File: src/sv/cbse_pkg.sv
// Shared constants, codes and controller/datapath interface types for the circle stamp engine.
package cbse_pkg;

  // Screen geometry and brush limit.
  localparam int unsigned CANVAS_COLS = 800;
  localparam int unsigned CANVAS_ROWS = 480;
  localparam int unsigned MAX_RADIUS  = 63;
  localparam int unsigned PIXEL_TOTAL = CANVAS_COLS * CANVAS_ROWS;

  // Field widths.
  localparam int unsigned ACTION_W = 2;
  localparam int unsigned X_W      = 10;
  localparam int unsigned Y_W      = 9;
  localparam int unsigned RAD_W    = 6;
  localparam int unsigned COLOR_W  = 16;
  localparam int unsigned ADDR_W   = 19;
  localparam int unsigned COUNT_W  = 14;

  // Internal widths: signed offsets, their squares, signed target coordinates.
  localparam int unsigned OFF_W = RAD_W + 1;
  localparam int unsigned SQ_W  = 2 * OFF_W;
  localparam int unsigned XS_W  = X_W + 2;
  localparam int unsigned YS_W  = Y_W + 2;

  // Configuration port.
  localparam int unsigned PADDR_W   = 3;
  localparam int unsigned PDATA_W   = 32;
  localparam logic        REG_ERASER = 1'b0;

  typedef enum logic [ACTION_W-1:0] {
    ACT_STAMP = 2'd0,
    ACT_WRITE = 2'd1,
    ACT_READ  = 2'd2
  } action_e;

  typedef enum logic [2:0] {
    ST_IDLE,
    ST_DECODE,
    ST_SCAN,
    ST_DRAIN,
    ST_FINISH
  } state_e;

  // Commands from the controller to the datapath.
  typedef struct packed {
    logic load;
    logic run;
    logic wr_pixel;
  } cbse_cmd_t;

  // Status from the datapath to the controller.
  typedef struct packed {
    action_e action;
    logic    radius_zero;
    logic    scan_last;
    logic    pipe_busy;
  } cbse_sts_t;

endpackage

File: src/sv/cbse_ctrl.sv
// Controller state machine that sequences item capture, the stamp scan and result hand-off.
module cbse_ctrl
  import cbse_pkg::*;
(
  input  logic      clk_i,
  input  logic      rst_ni,
  input  logic      in_valid_i,
  output logic      in_stall_o,
  input  logic      out_free_i,
  output logic      out_load_o,
  output cbse_cmd_t cmd_o,
  input  cbse_sts_t sts_i
);

  state_e state_q, state_d;

  // State register.
  always_ff @(posedge clk_i or negedge rst_ni) begin
    if (!rst_ni) begin
      state_q <= ST_IDLE;
    end else begin
      state_q <= state_d;
    end
  end

  // Next state and commands.
  always_comb begin
    state_d    = state_q;
    cmd_o      = '0;
    in_stall_o = 1'b1;
    out_load_o = 1'b0;
    case (state_q)
      ST_IDLE: begin
        in_stall_o = 1'b0;
        if (in_valid_i) begin
          cmd_o.load = 1'b1;
          state_d    = ST_DECODE;
        end
      end
      ST_DECODE: begin
        case (sts_i.action)
          ACT_STAMP: begin
            state_d = sts_i.radius_zero ? ST_FINISH : ST_SCAN;
          end
          ACT_WRITE: begin
            cmd_o.wr_pixel = 1'b1;
            state_d        = ST_FINISH;
          end
          default: begin
            state_d = ST_FINISH;
          end
        endcase
      end
      ST_SCAN: begin
        cmd_o.run = 1'b1;
        if (sts_i.scan_last) begin
          state_d = ST_DRAIN;
        end
      end
      ST_DRAIN: begin
        if (!sts_i.pipe_busy) begin
          state_d = ST_FINISH;
        end
      end
      ST_FINISH: begin
        if (out_free_i) begin
          out_load_o = 1'b1;
          state_d    = ST_IDLE;
        end
      end
      default: begin
        state_d = ST_IDLE;
      end
    endcase
  end

endmodule

File: config.mk
export PLATFORM = sky130hd
export DESIGN_NAME = cbse_ctrl
export DESIGN_NICKNAME = d
export VERILOG_FILES = /design/src/sv/cbse_pkg.sv /design/src/sv/cbse_ctrl.sv
export SDC_FILE = /design/constraint.sdc
export NUM_CORES = 1
export LEC_CHECK = 0
export BUFFER_PORTS_ARGS = -buffer_cell sky130_fd_sc_hd__buf_2
export CAP_MARGIN = 20
export CORE_AREA = 2 2 39 41
export DETAILED_ROUTE_END_ITERATION = 10
export DIE_AREA = 0 0 41 43
export PLACE_DENSITY_LB_ADDON = 0.15
export SLEW_MARGIN = 20
export SYNTH_ARGS = -nofsm -noshare
export SYNTH_HDL_FRONTEND = slang
export SYNTH_SLANG_ARGS = --single-unit
File: constraint.sdc
create_clock -name clk_i -period 1.3 [get_ports clk_i]
set_input_delay 0.13 -clock clk_i [delete_from_list [all_inputs] [get_ports clk_i]]
set_output_delay 0.13 -clock clk_i [all_outputs]
set_load 0.02 [all_outputs]
==> flow_summary.ini <==
[drt]
drt-pass1-iter-count = 2
ant_nets = 0
viasPerCell = 4.02
drt_iter0_drc = 5
wl_per_cell_um = 9.29
drc = 0
vias = 249
totalWireLength_um = 576

[pwr]
finalPower_w = 0.000815
max-vdd-ir-drop_v = 0.000533
p_leak_nw = 0.188
p_sw_frac = 0.397
power.switching_w = 0.000324
clkPwrFrac = 0.198
p_per_area_mw_per_mm2 = 2100
combPwrFrac = 0.601
p_int_w = 0.000491
power_frac_seq = 0.201

[clocking]
clock_sinks = 3
cts_tree = yes
htree_num_levels = 1
cts.clk_slew.worst_paths_ns = 0.04
cts_buffer_depth = 2
cts_made_buffers = 3
clk_latency_ns = 0.23
cts-root-buf = clkbuf_4

[sta]
fmax_mhz = 750
fin_setup_tns_ns = -0.0390
setup_violations = 4
slew_headroom = 0.821
rsz0062_at_grt = yes
period_needed_ns = 1.33
worstMarginPinSlew_ns = 0.266
skew_ns = 0.00218
worst_slack_ns = -0.0325
slew_viol_final = 0
hold_violations = 0
finalCritPeriodShare = 1.02

[setup_path]
worst_ep_required_time_ns = 1.17
crit_slowest_cell = or3_4
crit_chain = or3_4 -> nor2_4 -> buf_6
cpPeakStageDelay_ns = 0.40
arrival_ns = 1.20
worst-setup-path-type = reg2out
crit_fanout = 2
reg2reg_slack_ns = 0.25
cpLargestDelayFamily = simple AND/OR/NAND/NOR gates
startpoint_type = register
cp.buffers_inverters = 1
endpoint_kind = output port

[logic_synthesis]
synthTopCellsByArea = dfrtp_1, nand2_1, and3_1
ys_top_cells_by_count = nand2_1, dfrtp_1
async_flop_share = 1.00
yosys_warnings = 0
synth_edf_count = 0
syn_inst = 25
netlist.area_leader.share = 0.355
synth_nets = 34
synth_top_area_cell = dfrtp_1
ys_seq_area_frac = 0.355
synth_seq_cells = 3
synth_most_common_cell = nand2_1
synthFlopType = dfrtp_1
ys_types = 16
synth_area_um2 = 211
avgSynthCellArea_um2 = 8.46

[global_routing]
met1_usage = 0.0909
grt_max_degree = 9
grt.busiest_layer = met2
antenna_found_initial = 0
grt_use_total = 0.0846
grt_overflow_total = 0
grtUsageMet3 = 0.0157
grt_pass1_wl_um = 959
grt_pass1_vias = 264
use_met2 = 0.119

[layout]
final_core_util = 0.280
layout.nets = 56
regMostFlops = state_q
largest_reg_flops = 3
drive_gt1_frac = 0.609
diodes = 0
syn_to_final_growth_pct = 83.4
seqCellArea_um2 = 76.3
fin_cells = 62
fill_cells = 158
multiInputGateArea_um2 = 138
largestRegisters = state_q (3)

[status]
status = finished with violations
violations = setup timing

[die]
core-area_mm2 = 0.00138
fp.dieW_um = 41
die-area_mm2 = 0.00176
die_h_um = 43
ios = 14
rows = 14
initial_utilization = 0.153

[hold_path]
min_path_type = in2reg

[flow_run]
maxCapViolations = 0

[placed_design]
port_buffers = 13
dp_cells = 55
globalplace.congestion = 0.777
[power by group through the flow]
stage          Sequential [W]  Combinational [W]  Clock, W
5_1_grt              0.000171           0.000534  0.000174
3_5_place_dp         0.000175           0.000367         0
6_report             0.000164           0.000490  0.000162
2_1_floorplan        0.000173           0.000254         0
4_1_cts              0.000166           0.000460  0.000171
3_3_place_gp         0.000172           0.000371         0
[routing by layer]
layer  vias up  share of wire
met3         0          0.057
met1       113           0.38
met5         -              0
li1        128              -
met2         8           0.56
met4         0              0
[metrics by stage]
stage                     worst slack [ns]  cell area, µm²  hold slack (ns)
after CTS                          -0.0494             373            0.103
after floorplan                     0.0698             211           -0.166
after global routing               -0.0674             388            0.123
final                              -0.0325             388            0.113
after detailed placement             0.139             300          -0.0721
after global placement               0.163             300          -0.0717
[logic make-up after synthesis]
group / synth area share
buffers and inverters: 0.0888
DFF: 0.355
and+or+nand+nor: 0.373
muxes: 0.0473
AOI/OAI and AO/OA: 0.136
[area by class of cell]
cell class / instances / area share
multi-input combinational: 19 / 0.355
clock buffer: 4 / 0.0677
sequential: 3 / 0.197
tap: 16 / 0.0516
timing repair buffer: 18 / 0.310
inverter: 2 / 0.0194
[worst register-to-register path, stage by stage, from the launching register on]
cell     delay (ns)
dfrtp_1        0.37
buf_4          0.16
nor4_2         0.19
nand2_1        0.09
a21oi_1        0.15
[cell usage in the layout (no fill, tap or decap), drive strengths merged]
| master | instances |
|---|---|
| a211oi | 1 |
| a21oi | 2 |
| and3 | 2 |
| buf | 17 |
| clkbuf | 4 |
| dfrtp | 3 |
| dlygate4sd3 | 1 |
| inv | 2 |
| mux2i | 1 |
| nand2 | 4 |
| nor2 | 3 |
| nor2b | 1 |
| nor3b | 1 |
| nor4 | 1 |
| o21ai | 1 |
| o22ai | 1 |
| or3 | 1 |
[path summary, 6_finish.rpt]
path                            startpoint         end  cells past startpoint
worst max-delay path            state_q[1]    cmd_o[2]                      3
worst max register to register  state_q[1]  state_q[1]                      4
worst min-delay path            out_free_i  state_q[2]                      2
max in group asynchronous           rst_ni  state_q[0]                      2
min in group asynchronous           rst_ni  state_q[2]                      2
worst min register to register  state_q[2]  state_q[0]                      2
[what timing repair did]
item                                   in CTS  in global routing
pin swaps                                   1                  1
setup endpoints to repair                   4                  4
gates resized for setup                     9                  2
hold buffers                                1                  0
buffers inserted                            1                  1
endpoints found under the hold margin       3                  0
Power figures use the tool's default switching activity.
